[src/rtl/core/ccv_pkg.sv]
// ----------------------------------------------------------------------------
// ccv_pkg
// Types and constants for the column consensus vote block.
// ----------------------------------------------------------------------------
package ccv_pkg;

	localparam int unsigned SYM_BASE     = 45;
	localparam int unsigned NUM_BINS     = 46;
	localparam int unsigned BIN_W        = $clog2(NUM_BINS);
	localparam int unsigned SYM_W        = 7;
	localparam int unsigned CNT_OUT_W    = 11;
	localparam int unsigned MAX_SEQS_DEF = 1024;

	localparam logic [7:0]       SYM_LO = 8'(SYM_BASE);
	localparam logic [7:0]       SYM_HI = 8'(SYM_BASE + NUM_BINS - 1);
	localparam logic [SYM_W-1:0] DASH   = SYM_W'(SYM_BASE);

	typedef struct packed {
		logic [7:0] symbol;
		logic       last;
	} sym_item_t;

	typedef struct packed {
		logic [SYM_W-1:0]     consensus_symbol;
		logic [CNT_OUT_W-1:0] winning_count;
	} vote_t;

	typedef enum logic [4:0] {
		ST_IDLE  = 5'b00001,
		ST_INC   = 5'b00010,
		ST_SCAN  = 5'b00100,
		ST_DRAIN = 5'b01000,
		ST_DONE  = 5'b10000
	} ccv_state_t;

endpackage

[src/rtl/core/column_consensus_vote.sv]
// ----------------------------------------------------------------------------
// column_consensus_vote
// Plurality consensus of one alignment column, one character per transaction.
// ----------------------------------------------------------------------------
//  channel | dir | handshake               | payload
//  sym     | in  | sym_valid / sym_stall   | sym_data  (symbol, last)
//  vote    | out | vote_valid / vote_stall | vote_data (consensus_symbol,
//          |     |                         |            winning_count)
//  cfg     | in  | cfg_we                  | cfg_wdata (unanimous_mode)
//
//  A character without last goes through accept, then read-modify-write
//  of its bin in the single-port bin memory.
//  A last character then goes on to scan, drain and done: the 46 bins are read one per
//  cycle through the same port into one shared compare unit.
//  The result waits in the output register; the next column is taken
//  meanwhile, and its end waits only while that register is still full.
//  Reset clears the bin valid bits, the column height and the mode register.
// ----------------------------------------------------------------------------
module column_consensus_vote #(
	parameter int unsigned MAX_SEQS = ccv_pkg::MAX_SEQS_DEF
) (
	input  logic              clk,
	input  logic              arst_n,
	input  logic              sym_valid,
	output logic              sym_stall,
	input  ccv_pkg::sym_item_t sym_data,
	output logic              vote_valid,
	input  logic              vote_stall,
	output ccv_pkg::vote_t    vote_data,
	input  logic              cfg_we,
	input  logic              cfg_wdata
);
	import ccv_pkg::*;

	localparam int unsigned CNT_W = $clog2(MAX_SEQS + 1);
	localparam logic [CNT_W-1:0] CNT_MAX = CNT_W'(MAX_SEQS);

	ccv_state_t            state_q;
	logic                  mode_q;
	logic [CNT_W-1:0]      height_q;
	logic [NUM_BINS-1:0]   vld_q;
	logic [CNT_W-1:0]      mem [NUM_BINS];
	logic [CNT_W-1:0]      rd_q;
	logic                  rdv_q;
	logic [BIN_W-1:0]      bin_q;
	logic                  last_q;
	logic [BIN_W-1:0]      scan_q;
	logic [BIN_W-1:0]      rd_bin_s1;
	logic                  cmp_vld_s1;
	logic [CNT_W-1:0]      best_q;
	logic [BIN_W-1:0]      best_bin_q;
	logic                  vote_valid_q;
	vote_t                 vote_q;

	logic                  accept;
	logic [BIN_W-1:0]      bin_in;
	logic [BIN_W-1:0]      rd_addr;
	logic                  rd_en;
	logic                  wr_en;
	logic [CNT_W-1:0]      rd_val;
	logic [CNT_W-1:0]      inc_val;
	logic                  out_free;
	logic [SYM_W-1:0]      win_sym;

	assign sym_stall  = (state_q != ST_IDLE);
	assign accept     = sym_valid && !sym_stall;
	assign vote_valid = vote_valid_q;
	assign vote_data  = vote_q;
	assign out_free   = !vote_valid_q || !vote_stall;

	always_comb begin
		if (sym_data.symbol < SYM_LO || sym_data.symbol > SYM_HI) begin
			bin_in = '0;
		end else begin
			bin_in = BIN_W'(sym_data.symbol - SYM_LO);
		end
	end

	assign rd_addr = (state_q == ST_IDLE) ? bin_in : scan_q;
	assign rd_en   = accept || (state_q == ST_SCAN);
	assign wr_en   = (state_q == ST_INC);
	assign rd_val  = rdv_q ? rd_q : '0;
	assign inc_val = (rd_val < CNT_MAX) ? rd_val + CNT_W'(1) : rd_val;

	always_comb begin
		win_sym = SYM_W'(best_bin_q) + DASH;
		if (mode_q && best_q < height_q) begin
			win_sym = DASH;
		end
	end

	always_ff @(posedge clk) begin
		if (rd_en) begin
			rd_q  <= mem[rd_addr];
			rdv_q <= vld_q[rd_addr];
		end
		if (wr_en) begin
			mem[bin_q] <= inc_val;
		end
		rd_bin_s1 <= scan_q;
		if (accept) begin
			bin_q  <= bin_in;
			last_q <= sym_data.last;
		end
		if (state_q == ST_DONE && out_free) begin
			vote_q.consensus_symbol <= win_sym;
			vote_q.winning_count    <= CNT_OUT_W'(best_q);
		end
	end

	always_ff @(posedge clk or negedge arst_n) begin
		if (!arst_n) begin
			state_q      <= ST_IDLE;
			mode_q       <= 1'b0;
			height_q     <= '0;
			vld_q        <= '0;
			scan_q       <= '0;
			cmp_vld_s1   <= 1'b0;
			best_q       <= '0;
			best_bin_q   <= '0;
			vote_valid_q <= 1'b0;
		end else begin
			if (cfg_we) begin
				mode_q <= cfg_wdata;
			end
			if (vote_valid_q && !vote_stall && state_q != ST_DONE) begin
				vote_valid_q <= 1'b0;
			end
			cmp_vld_s1 <= (state_q == ST_SCAN);
			if (cmp_vld_s1 && rd_val >= best_q) begin
				best_q     <= rd_val;
				best_bin_q <= rd_bin_s1;
			end
			unique case (state_q)
				ST_IDLE: begin
					if (accept) begin
						if (height_q < CNT_MAX) begin
							height_q <= height_q + CNT_W'(1);
						end
						state_q <= ST_INC;
					end
				end
				ST_INC: begin
					vld_q[bin_q] <= 1'b1;
					scan_q       <= '0;
					best_q       <= '0;
					best_bin_q   <= '0;
					state_q      <= last_q ? ST_SCAN : ST_IDLE;
				end
				ST_SCAN: begin
					scan_q <= scan_q + BIN_W'(1);
					if (scan_q == BIN_W'(NUM_BINS - 1)) begin
						state_q <= ST_DRAIN;
					end
				end
				ST_DRAIN: begin
					state_q <= ST_DONE;
				end
				ST_DONE: begin
					if (out_free) begin
						vote_valid_q <= 1'b1;
						vld_q        <= '0;
						height_q     <= '0;
						state_q      <= ST_IDLE;
					end
				end
				default: begin
					state_q <= ST_IDLE;
				end
			endcase
		end
	end

`ifndef ASSERT_OFF
	a_vote_from_done: assert property (@(posedge clk) disable iff (!arst_n)
		$rose(vote_valid_q) |-> $past(state_q == ST_DONE))
		else $error("vote raised outside column end");

	a_height_sat: assert property (@(posedge clk) disable iff (!arst_n)
		height_q <= CNT_MAX)
		else $error("column height above saturation");

	a_sym_range: assert property (@(posedge clk) disable iff (!arst_n)
		vote_valid_q |-> (vote_q.consensus_symbol >= DASH &&
			vote_q.consensus_symbol <= SYM_W'(SYM_HI)))
		else $error("consensus symbol out of range");

	a_scan_range: assert property (@(posedge clk) disable iff (!arst_n)
		(state_q == ST_SCAN) |-> (scan_q < BIN_W'(NUM_BINS)))
		else $error("scan index beyond bin count");
`endif

endmodule
[config.mk]
export PLATFORM = sky130hd
export DESIGN_NAME = column_consensus_vote
export DESIGN_NICKNAME = d
export VERILOG_FILES = /design/src/rtl/core/ccv_pkg.sv /design/src/rtl/core/column_consensus_vote.sv
export SDC_FILE = /design/constraint.sdc
export NUM_CORES = 1
export LEC_CHECK = 0
export ABC_AREA = 1
export BUFFER_PORTS_ARGS = -buffer_cell sky130_fd_sc_hd__buf_2
export CAP_MARGIN = 30
export CORE_MARGIN = 5
export CORE_UTILIZATION = 60
export DETAILED_ROUTE_END_ITERATION = 8
export PLACE_DENSITY = 0.85
export SLEW_MARGIN = 20
export SYNTH_ARGS = -nofsm -noshare
export SYNTH_HDL_FRONTEND = slang
export SYNTH_SLANG_ARGS = --single-unit
[constraint.sdc]
create_clock -name clk -period 4.8 [get_ports clk]
set_input_delay 0.72 -clock clk [delete_from_list [all_inputs] [get_ports clk]]
set_output_delay 0.72 -clock clk [all_outputs]
set_load 0.05 [all_outputs]
Yosys cells after proc, flatten, opt, wreduce, memory -nomap -nowiden. Memories as Yosys holds them, arrays and structs flattened. A register that Yosys moved wholly into a read port is not among the register bits. Cells that the tools add are included.

Bits of input ports: 15. Memories kept: 1. Memory bits (writable): 506. Register bits: 120.

Bitwise gates (word level): 1. $lt $le $gt $ge: 9. Equal/unequal tests: 12. Add/sub/neg operators: 5. Muxes and demuxes: 29. Reductions and logical operators: 20.

Memories: mem (words 46, width 11, rd ports 1, clocked after Yosys merged registers in 1, wr ports 1, line column_consensus_vote.sv:42) `logic [CNT_W-1:0] mem [NUM_BINS];`.

Operators by type and width (count): 46-bit case mux with 2 select lines (1); 11-bit two-way mux (7); 46-bit two-way mux (1); 46-bit OR (1); 5-bit case mux with 5 select lines (1); 6-bit two-way mux (4); 11-bit by 1-bit adder with 11-bit output (second input constant) (2); 11-bit less-than comparator (second input constant) (2); 11-bit case mux with 2 select lines (1); 5-bit two-way mux (3); 6-bit by 7-bit less-than comparator with 1-bit output (second input constant) (2); 6-bit case mux with 2 select lines (1); 11-bit >= comparator (1); 11-bit less-than comparator (1); 8-bit by 7-bit greater-than comparator with 1-bit output (second input constant) (1); 8-bit by 6-bit less-than comparator with 1-bit output (second input constant) (1); 2-bit nonzero test (4); 6-bit by 6-bit adder with 7-bit output (second input constant) (1); 1-bit logical AND (7); 1-bit two-way mux (7); 6-bit by 1-bit adder with 6-bit output (second input constant) (1); 1-bit binary-select mux with 6-bit select (1); 1-bit demux with 6-bit select (1); 6-bit equality test (second input constant) (1); 17 further kinds (23).

Logic depth before layout (Yosys ltp). Gate-level depths: netlist of the first run.

Word-level depth: 6. Depth in mapped cells: 17. Gate-level depth less buffers: 16.

Least setup slack after synthesis of the first run. No wires, ideal clock.

Path kind: flip-flop to flip-flop. Start: reg rdv_q. End: mem mem[0][10] (netlist bit), data pin. Data required time: 4.238 ns. Arrival: 2.928 ns. Path slack: 1.310 ns. Stages on the path, launching flop included: 7. Cell sequence: edfxtp_1 -> clkbuf_1 -> nand2_1 -> inv_1 -> ha_1 -> nand4_1 -> o21ai_0.

Cells in the longest elaborated chain, start to end: 3. Elaborated cells between the ends (all ways): 4.

RTL lines: start, declared (line column_consensus_vote.sv:44) `logic rdv_q;`; start signal, assigned (line column_consensus_vote.sv:95) `rdv_q <= vld_q[rd_addr];`; 11-bit two-way mux (*) (line column_consensus_vote.sv:82) `assign rd_val = rdv_q ? rd_q : '0;`; 11-bit by 1-bit adder with 11-bit output / 11-bit less-than comparator (equally long branches) (line column_consensus_vote.sv:83) `assign inc_val = (rd_val < CNT_MAX) ? rd_val + CNT_W'(1) : rd_val;`; 11-bit two-way mux (*) (line column_consensus_vote.sv:83); via inc_val[10] (line column_consensus_vote.sv:61) `logic [CNT_W-1:0] inc_val;`; end, declared (line column_consensus_vote.sv:42).

Mark *: on every way through the listed nets, which the timed path passes. The rest lies on a longest branch.

Worst setup path in the final report of the first run.
Start: reg state_q[3]. End: reg rd_q[9], read port of mem, data pin.

Cells in the longest elaborated chain, start to end: 4. Elaborated cells between the ends (all ways): 7.

RTL lines: start, declared (line column_consensus_vote.sv:38) `ccv_state_t state_q;`; start signal, assigned (line column_consensus_vote.sv:148) `state_q <= last_q ? ST_SCAN : ST_IDLE;`; 5-bit by 1-bit inequality test with 1-bit output (line column_consensus_vote.sv:65) `assign sym_stall = (state_q != ST_IDLE);`; 1-bit logical NOT (line column_consensus_vote.sv:66) `assign accept = sym_valid && !sym_stall;`; 1-bit logical AND (line column_consensus_vote.sv:66); 1-bit logical OR (line column_consensus_vote.sv:80) `assign rd_en = accept || (state_q == ST_SCAN);`; end, declared (line column_consensus_vote.sv:43) `logic [CNT_W-1:0] rd_q;`.

Parallel ways exist; a longest one is shown, timed or not. A chain may end at the register's enable or synchronous reset.

==> results of run 1 <==
==> critical path: stages (launching register included) <==
cell	delay, ns
sky130_fd_sc_hd__dfrtp_1	0.45
sky130_fd_sc_hd__nor2_4	0.18
sky130_fd_sc_hd__nand4_4	0.32
sky130_fd_sc_hd__inv_4	0.24
sky130_fd_sc_hd__nand2_1	0.07
sky130_fd_sc_hd__buf_4	0.19
sky130_fd_sc_hd__nand2_4	0.58
sky130_fd_sc_hd__buf_4	0.36
sky130_fd_sc_hd__nand2_1	0.07
sky130_fd_sc_hd__nand3_1	0.08
sky130_fd_sc_hd__nand3_1	0.09
sky130_fd_sc_hd__nand3_1	0.17
sky130_fd_sc_hd__nand3_1	0.16
sky130_fd_sc_hd__nand3_1	0.12
sky130_fd_sc_hd__nand2_1	0.05
==> power by group through the flow <==
stage / clock (mW) / sequential, mW / combinational (mW)
after CTS: 4.76 / 7.47 / 7.24
final: 4.74 / 7.48 / 7.42
after global routing: 5.00 / 7.51 / 8.00
after global placement: 0 / 7.56 / 6.87
after detailed placement: 0 / 7.58 / 7.15
after floorplan: 0 / 7.51 / 4.61
==> state kept, by name (all words and copies together) (netlist names) <==
signal / flops
rd_q: 11
vld_q: 46
mode_q: 1
last_q: 1
vote_valid: 1
state_q: 5
cmp_vld_s1: 1
best_bin_q: 6
best_q: 11
mem: 506
bin_q: 6
vote_data: 18
rdv_q: 1
height_q: 11
rd_bin_s1: 6
scan_q: 6
==> final cells by class <==
cell class,instances,share of cell area (%)
Clock inverter,22,0.5839
Sequential cell,637,58.35
Multi-Input combinational cell,1538,24.68
Clock buffer,88,5.545
Inverter,421,4.957
Tap cell,615,2.410
Timing Repair Buffer,136,3.476
==> synth_stat cells, drive strengths merged (19+ instances only) <==
library cell	instances	share of area, %
a21oi	61	1.1
buf	106	2.0
clkbuf	48	0.63
dfrtp	87	7.6
edfxtp	543	57
ha	28	1.2
inv	420	5.5
nand2	471	6.2
nand3	609	11
nand3b	68	1.8
nand4	26	0.67
nor2	80	1.1
nor3	67	1.2
o211ai	19	0.50
o21ai	62	1.1
==> worst max-delay path by stage <==
stage | endpoint | cells after the start | startpoint
finish | rd_q[9] | 14 | state_q[3]
global placement | rd_q[9] | 18 | sym_data[1]
CTS | mem[31][10] | 6 | state_q[3]
detailed placement | rd_q[9] | 18 | sym_data[1]
global route | rd_q[4] | 15 | state_q[3]
floorplan | mem[0][10] | 6 | rdv_q
==> metal layers <==
layer	vias to the layer above	part of all wire, %	GRT usage, %
met2	1537	47	46.21
met4	0	5.1	13.46
met5	-	0	0
li1	9446	-	-
met1	10100	35	37.51
met3	282	13	6.211
==> through the flow <==
| stage | power, mW | std cells |
|---|---|---|
| after floorplan | 12.12 | 2750 |
| final | 19.65 | 3457 |
| after global placement | 14.43 | 3339 |
| after CTS | 19.47 | 3454 |
| after global routing | 20.52 | 3457 |
| after detailed placement | 14.73 | 3344 |
==> kinds of logic after synthesis <==
family,after synthesis,share of synthesized area [%]
buf+inv,575,8.154
simple gates,1332,21.94
xor+xnor,12,0.3669
fa+ha+maj,28,1.223
flops,637,65.03
compound gates,166,3.289
==> qor.csv, run 1 <==
stage,metric,value,unit
timing,Min Hold Slack,0.04163,ns
global_routing,remaining global-route overflow,0,
timing,final number of hold-violating endpoints,0,
layout,fin area,31930,µm²
timing,Worst Tran Pin Value,0.9895,ns
drt,number of detailed-routing iterations run before antenna repair,6,
clock_network,clock-pin transition on the worst setup and hold timing paths,0.06,ns
setup_path,crit path max fanout,56,
run,count of maximum capacitance violations,0,
pwr,power per unit of standard cell area,615.3,nW/µm²
layout,final-stage net count,2838,
drt,Post-DRT Antenna Nets,0,
synthesis,Synth async-reset ratio,13.81,%
clock_network,number of gates resized after CTS,0,
place,HPWL reported at the end of detailed placement,44.79,mm
drt,"wirelength, routed",75.80,mm
global_routing,first-pass GRT wire length,118.3,mm
setup_path,reg-to-reg critical path endpoint,rd_q[9],
die,initial cell density of the core,60.38,%
synthesis,post-synthesis cell type count,48,
clock_network,H-Tree Depth,2,
timing,setup skew after layout,0.02500,ns
pwr,leakage component of the power,12.99,nW
die,die outline width,228.5,µm
pwr,sw power,7.757,mW
timing,minimum period implied by the final worst setup slack,3.446,ns
place,number of buffer cells added on primary ports,34,
global_routing,number of antenna violations at the first check in global routing,0,
layout,"most common cell after layout, fill and taps aside",sky130_fd_sc_hd__nand3_1,
clock_network,hold buffers post-CTS,0,
pwr,Sw Share,39.49,%
layout,final core utilization,67.29,%
synthesis,most used flip-flop cell after synthesis,sky130_fd_sc_hd__edfxtp_1,
pwr,Peak VDD IR,0.0004629,V
clock_network,number of setup buffers added after CTS,0,
global_routing,number of global-route vias before repair,21190,
timing,setup repair after global routing missed its margin,false,
status,outcome,completed,
setup_path,required time at the endpoint of the critical path,5.19,ns
timing,final setup violation count,0,
synthesis,count of flip-flops with a built-in enable after synthesis,543,
place,final estimated routing congestion in global placement,0.9121,
drt,wire length per cell,21.93,µm
synthesis,number of warnings issued by yosys,0,
setup_path,worst-case reg-to-reg path depth,14,
drt,total via count after detailed routing,21360,
die,# IOs,35,
layout,Filler Cell Count,3264,
clock_network,number of sinks on the clock net,637,
timing,maximum frequency from static timing analysis,290.2,MHz
setup_path,startpoint type of the worst setup path,flip-flop,
clock_network,CTS root buffer,sky130_fd_sc_hd__clkbuf_16,
layout,final antenna diode count,0,
clock_network,"buffers from clock root to sink, at most",3,
drt,routed vias/inst,6.179,
synthesis,Synth Area per Inst,10.42,µm²
layout,Storage cell area,18630,µm²
synthesis,area of the mapped netlist,28650,µm²
setup_path,CP arrival,3.83,ns
die,die span in y,228.5,µm
layout,"commonest cells after routing, fill and taps aside","608 x sky130_fd_sc_hd__nand3_1, 543 x sky130_fd_sc_hd__edfxtp_1, 463 x sky130_fd_sc_hd__nand2_1",
drt,number of DRC violations after detailed routing,0,
min_path,type of the most critical hold path,in2async,
die,core footprint,47450,µm²
setup_path,r2r setup slk,1.35,ns
timing,max-slew violation count,0,
global_routing,largest net degree at the start of global routing,137,
timing,final worst path period share,71.79,%
place,Worst Setup Slack post-DPL,0.9620,ns
clock_network,Inserted Clock Buffers,61,
global_routing,overall fraction of global-route tracks in use,28.62,%
die,die area,52220,µm²
synthesis,number of register bits inferred by synthesis,637,
layout,layout cell share with drive strength beyond 1,9.289,%
setup_path,type of destination of the critical path,flip-flop,
timing,post-route setup TNS,0,ns
die,number of rows created at floorplan,80,
synthesis,number of instances in the synthesized netlist,2750,
timing,worst slew slack as a fraction of its limit,33.93,%
pwr,Combinational Power Share,37.8,%
pwr,Clock power frac,24.1,%
place,placed cell area,29940,µm²
clock_network,clock insertion delay at the later pin of the skew report,0.64,ns
synthesis,proportion of synthesized chip area in sequential cells,65.03,%
layout,multi-input logic area,7879,µm²
pwr,cell internal power dissipation,11.89,mW
drt,violation count after the first detailed-route iteration,3315,
clock_network,TritonCTS clock tree,done,
setup_path,reg-to-reg startpoint,state_q[3],
layout,area growth from synthesis to final layout,11.44,%
timing,final critical-path setup slack,1.354,ns
synthesis,Post-Synthesis Net Count,2793,
pwr,sequential fraction of design power,38.1,%
setup_path,type of the setup path with the least slack,reg2reg,
No activity file was read; power rests on OpenSTA's default activity.
==> inputs of run 2 (changes only) <==
- CORE_UTILIZATION: 60 -> 57
- clock period: 4.8 -> 2.9 ns (I/O delays scaled with it)
==> qor.csv, run 2 (synthesis results as in run 1) <==
stage,metric,value,unit
timing,post-route setup TNS,0,ns
setup_path,type of destination of the critical path,flip-flop,
clock_network,clock-pin transition on the worst setup and hold timing paths,0.06,ns
place,final estimated routing congestion in global placement,0.9519,
place,placed cell area,30810,µm²
timing,max-slew violation count,0,
drt,number of DRC violations after detailed routing,0,
drt,number of detailed-routing iterations run before antenna repair,6,
clock_network,"buffers from clock root to sink, at most",3,
global_routing,first-pass GRT wire length,120.6,mm
drt,violation count after the first detailed-route iteration,3693,
pwr,Peak VDD IR,0.0007106,V
global_routing,number of global-route vias before repair,21370,
layout,"most common cell after layout, fill and taps aside",sky130_fd_sc_hd__nand3_1,
place,number of buffer cells added on primary ports,34,
pwr,power per unit of standard cell area,1033,nW/µm²
setup_path,worst-case reg-to-reg path depth,14,
timing,final worst path period share,97.94,%
clock_network,number of sinks on the clock net,637,
timing,minimum period implied by the final worst setup slack,2.840,ns
drt,total via count after detailed routing,21950,
clock_network,TritonCTS clock tree,done,
place,HPWL reported at the end of detailed placement,48.27,mm
drt,wire length per cell,21.86,µm
timing,final number of hold-violating endpoints,0,
die,number of rows created at floorplan,82,
layout,"commonest cells after routing, fill and taps aside","605 x sky130_fd_sc_hd__nand3_1, 543 x sky130_fd_sc_hd__edfxtp_1, 462 x sky130_fd_sc_hd__nand2_1",
timing,Worst Tran Pin Value,0.8655,ns
layout,layout cell share with drive strength beyond 1,12.04,%
layout,number of flip-flops under the largest register name,506,
clock_network,clock insertion delay at the later pin of the skew report,0.61,ns
global_routing,largest net degree at the start of global routing,75,
setup_path,required time at the endpoint of the critical path,3.24,ns
layout,area growth from synthesis to final layout,15.16,%
drt,"wirelength, routed",78.80,mm
setup_path,type of the setup path with the least slack,reg2reg,
clock_network,Inserted Clock Buffers,66,
die,core footprint,49970,µm²
drt,routed vias/inst,6.091,
place,Worst Setup Slack post-DPL,-0.1637,ns
run,count of maximum capacitance violations,0,
drt,Post-DRT Antenna Nets,0,
setup_path,reg-to-reg startpoint,state_q[3],
clock_network,CTS root buffer,sky130_fd_sc_hd__clkbuf_16,
layout,register bank with the most flops,mem,
die,die outline width,234.2,µm
setup_path,reg-to-reg critical path endpoint,rd_q[7],
layout,fin area,32990,µm²
clock_network,H-Tree Depth,3,
min_path,terminating pin of the worst hold path,state_q[0],
setup_path,CP arrival,3.18,ns
min_path,cell depth of the worst min-delay path,2,
setup_path,startpoint type of the worst setup path,flip-flop,
timing,worst slew slack as a fraction of its limit,42.21,%
pwr,leakage component of the power,13.53,nW
timing,setup skew after layout,0.02103,ns
layout,final non-filler cell total,3604,
global_routing,overall fraction of global-route tracks in use,28.58,%
global_routing,number of antenna violations at the first check in global routing,1,
pwr,"sum of internal, switching and leakage power",34.08,mW
die,initial cell density of the core,57.34,%
setup_path,r2r setup slk,0.06,ns
timing,final setup violation count,0,
min_path,Hold Path Origin,sym_valid,
place,# placed instances,3476,
die,die area,54850,µm²
timing,final critical-path setup slack,0.05986,ns
setup_path,crit path max fanout,15,
layout,final-stage net count,2923,
min_path,type of the most critical hold path,in2reg,
status,outcome,completed,
die,die span in y,234.2,µm
die,# IOs,35,
global_routing,remaining global-route overflow,0,
timing,maximum frequency from static timing analysis,352.1,MHz
[run 2: cell count changes in the layout (fill, tap and decap cells not counted), sizes merged, moves of 2 or more]
cell	before	now
nand2	471	473
inv	423	426
clkinvlp	1	3
clkinv	16	24
buf	135	213
clkbuf	89	82
bufinv	3	5
[run 2: what timing repair did]
action,in CTS,in global routing
gates resized for setup,0,7
setup buffers,0,6
hold buffers,1,0
setup endpoints to repair,0,21
endpoints found under the hold margin,30,0
[run 2: worst max path at each step]
stage	endpoint	depth (start not counted)	from	slack, ns
floorplan	mem[0][5]	6	rdv_q	0.17
global placement	rd_q[7]	19	sym_data[2]	-0.12
detailed placement	rd_q[7]	19	sym_data[1]	-0.16
CTS	rd_q[7]	14	state_q[3]	0.05
global route	rd_q[7]	14	state_q[3]	-0.02
finish	rd_q[7]	14	state_q[3]	0.06
[run 2: critical path, cell delays in order (launching register included)]
cell                      delay, ns
sky130_fd_sc_hd__dfrtp_1       0.43
sky130_fd_sc_hd__nor2_4        0.19
sky130_fd_sc_hd__nand4_4       0.18
sky130_fd_sc_hd__buf_4         0.23
sky130_fd_sc_hd__nand2_1       0.11
sky130_fd_sc_hd__o21ai_4       0.08
sky130_fd_sc_hd__buf_12        0.15
sky130_fd_sc_hd__inv_2         0.12
sky130_fd_sc_hd__buf_4         0.27
sky130_fd_sc_hd__buf_4         0.19
sky130_fd_sc_hd__nand3_1       0.11
sky130_fd_sc_hd__nand3_2       0.17
sky130_fd_sc_hd__nand3_1       0.12
sky130_fd_sc_hd__nand3_1       0.12
sky130_fd_sc_hd__nand2_1       0.06
[run 2: report_power, final]
part	switching (mW)	internal (mW)	total [mW]
registers	0.425	11.9	12.4
logic	9.42	3.98	13.4
clock network	3.56	4.75	8.31
total	13.4	20.7	34.1
[run 2: per-stage QoR]
stage,utilization (%),hold WS [ns]
2_1_floorplan,-,0.1394
3_3_place_gp,61.61,0.4150
3_5_place_dp,61.66,0.4024
4_1_cts,65.85,0.01034
5_1_grt,66.03,0.03476
6_report,66.03,0.03764
[run 2: area by class of cell]
type / count / area [µm²]
Multi-Input combinational cell: 1540 / 7906
Inverter: 421 / 1583
Clock inverter: 37 / 336.6
Clock buffer: 82 / 1743
Fill cell: 3429 / 16970
Tap cell: 672 / 840.8
Sequential cell: 637 / 18630
Timing Repair Buffer: 214 / 1951
Antenna cell: 1 / 2.502
[run 2: per-layer routing]
layer | vias to the layer above | part of all wire, % | track usage, % | wire (µm)
li1 | 9631 | - | - | -
met1 | 10360 | 35 | 37.25 | 27740
met2 | 1671 | 46 | 44.67 | 36200
met3 | 288 | 13 | 6.320 | 10230
met4 | 0 | 5.9 | 16.33 | 4632
met5 | - | 0 | 0 | 0
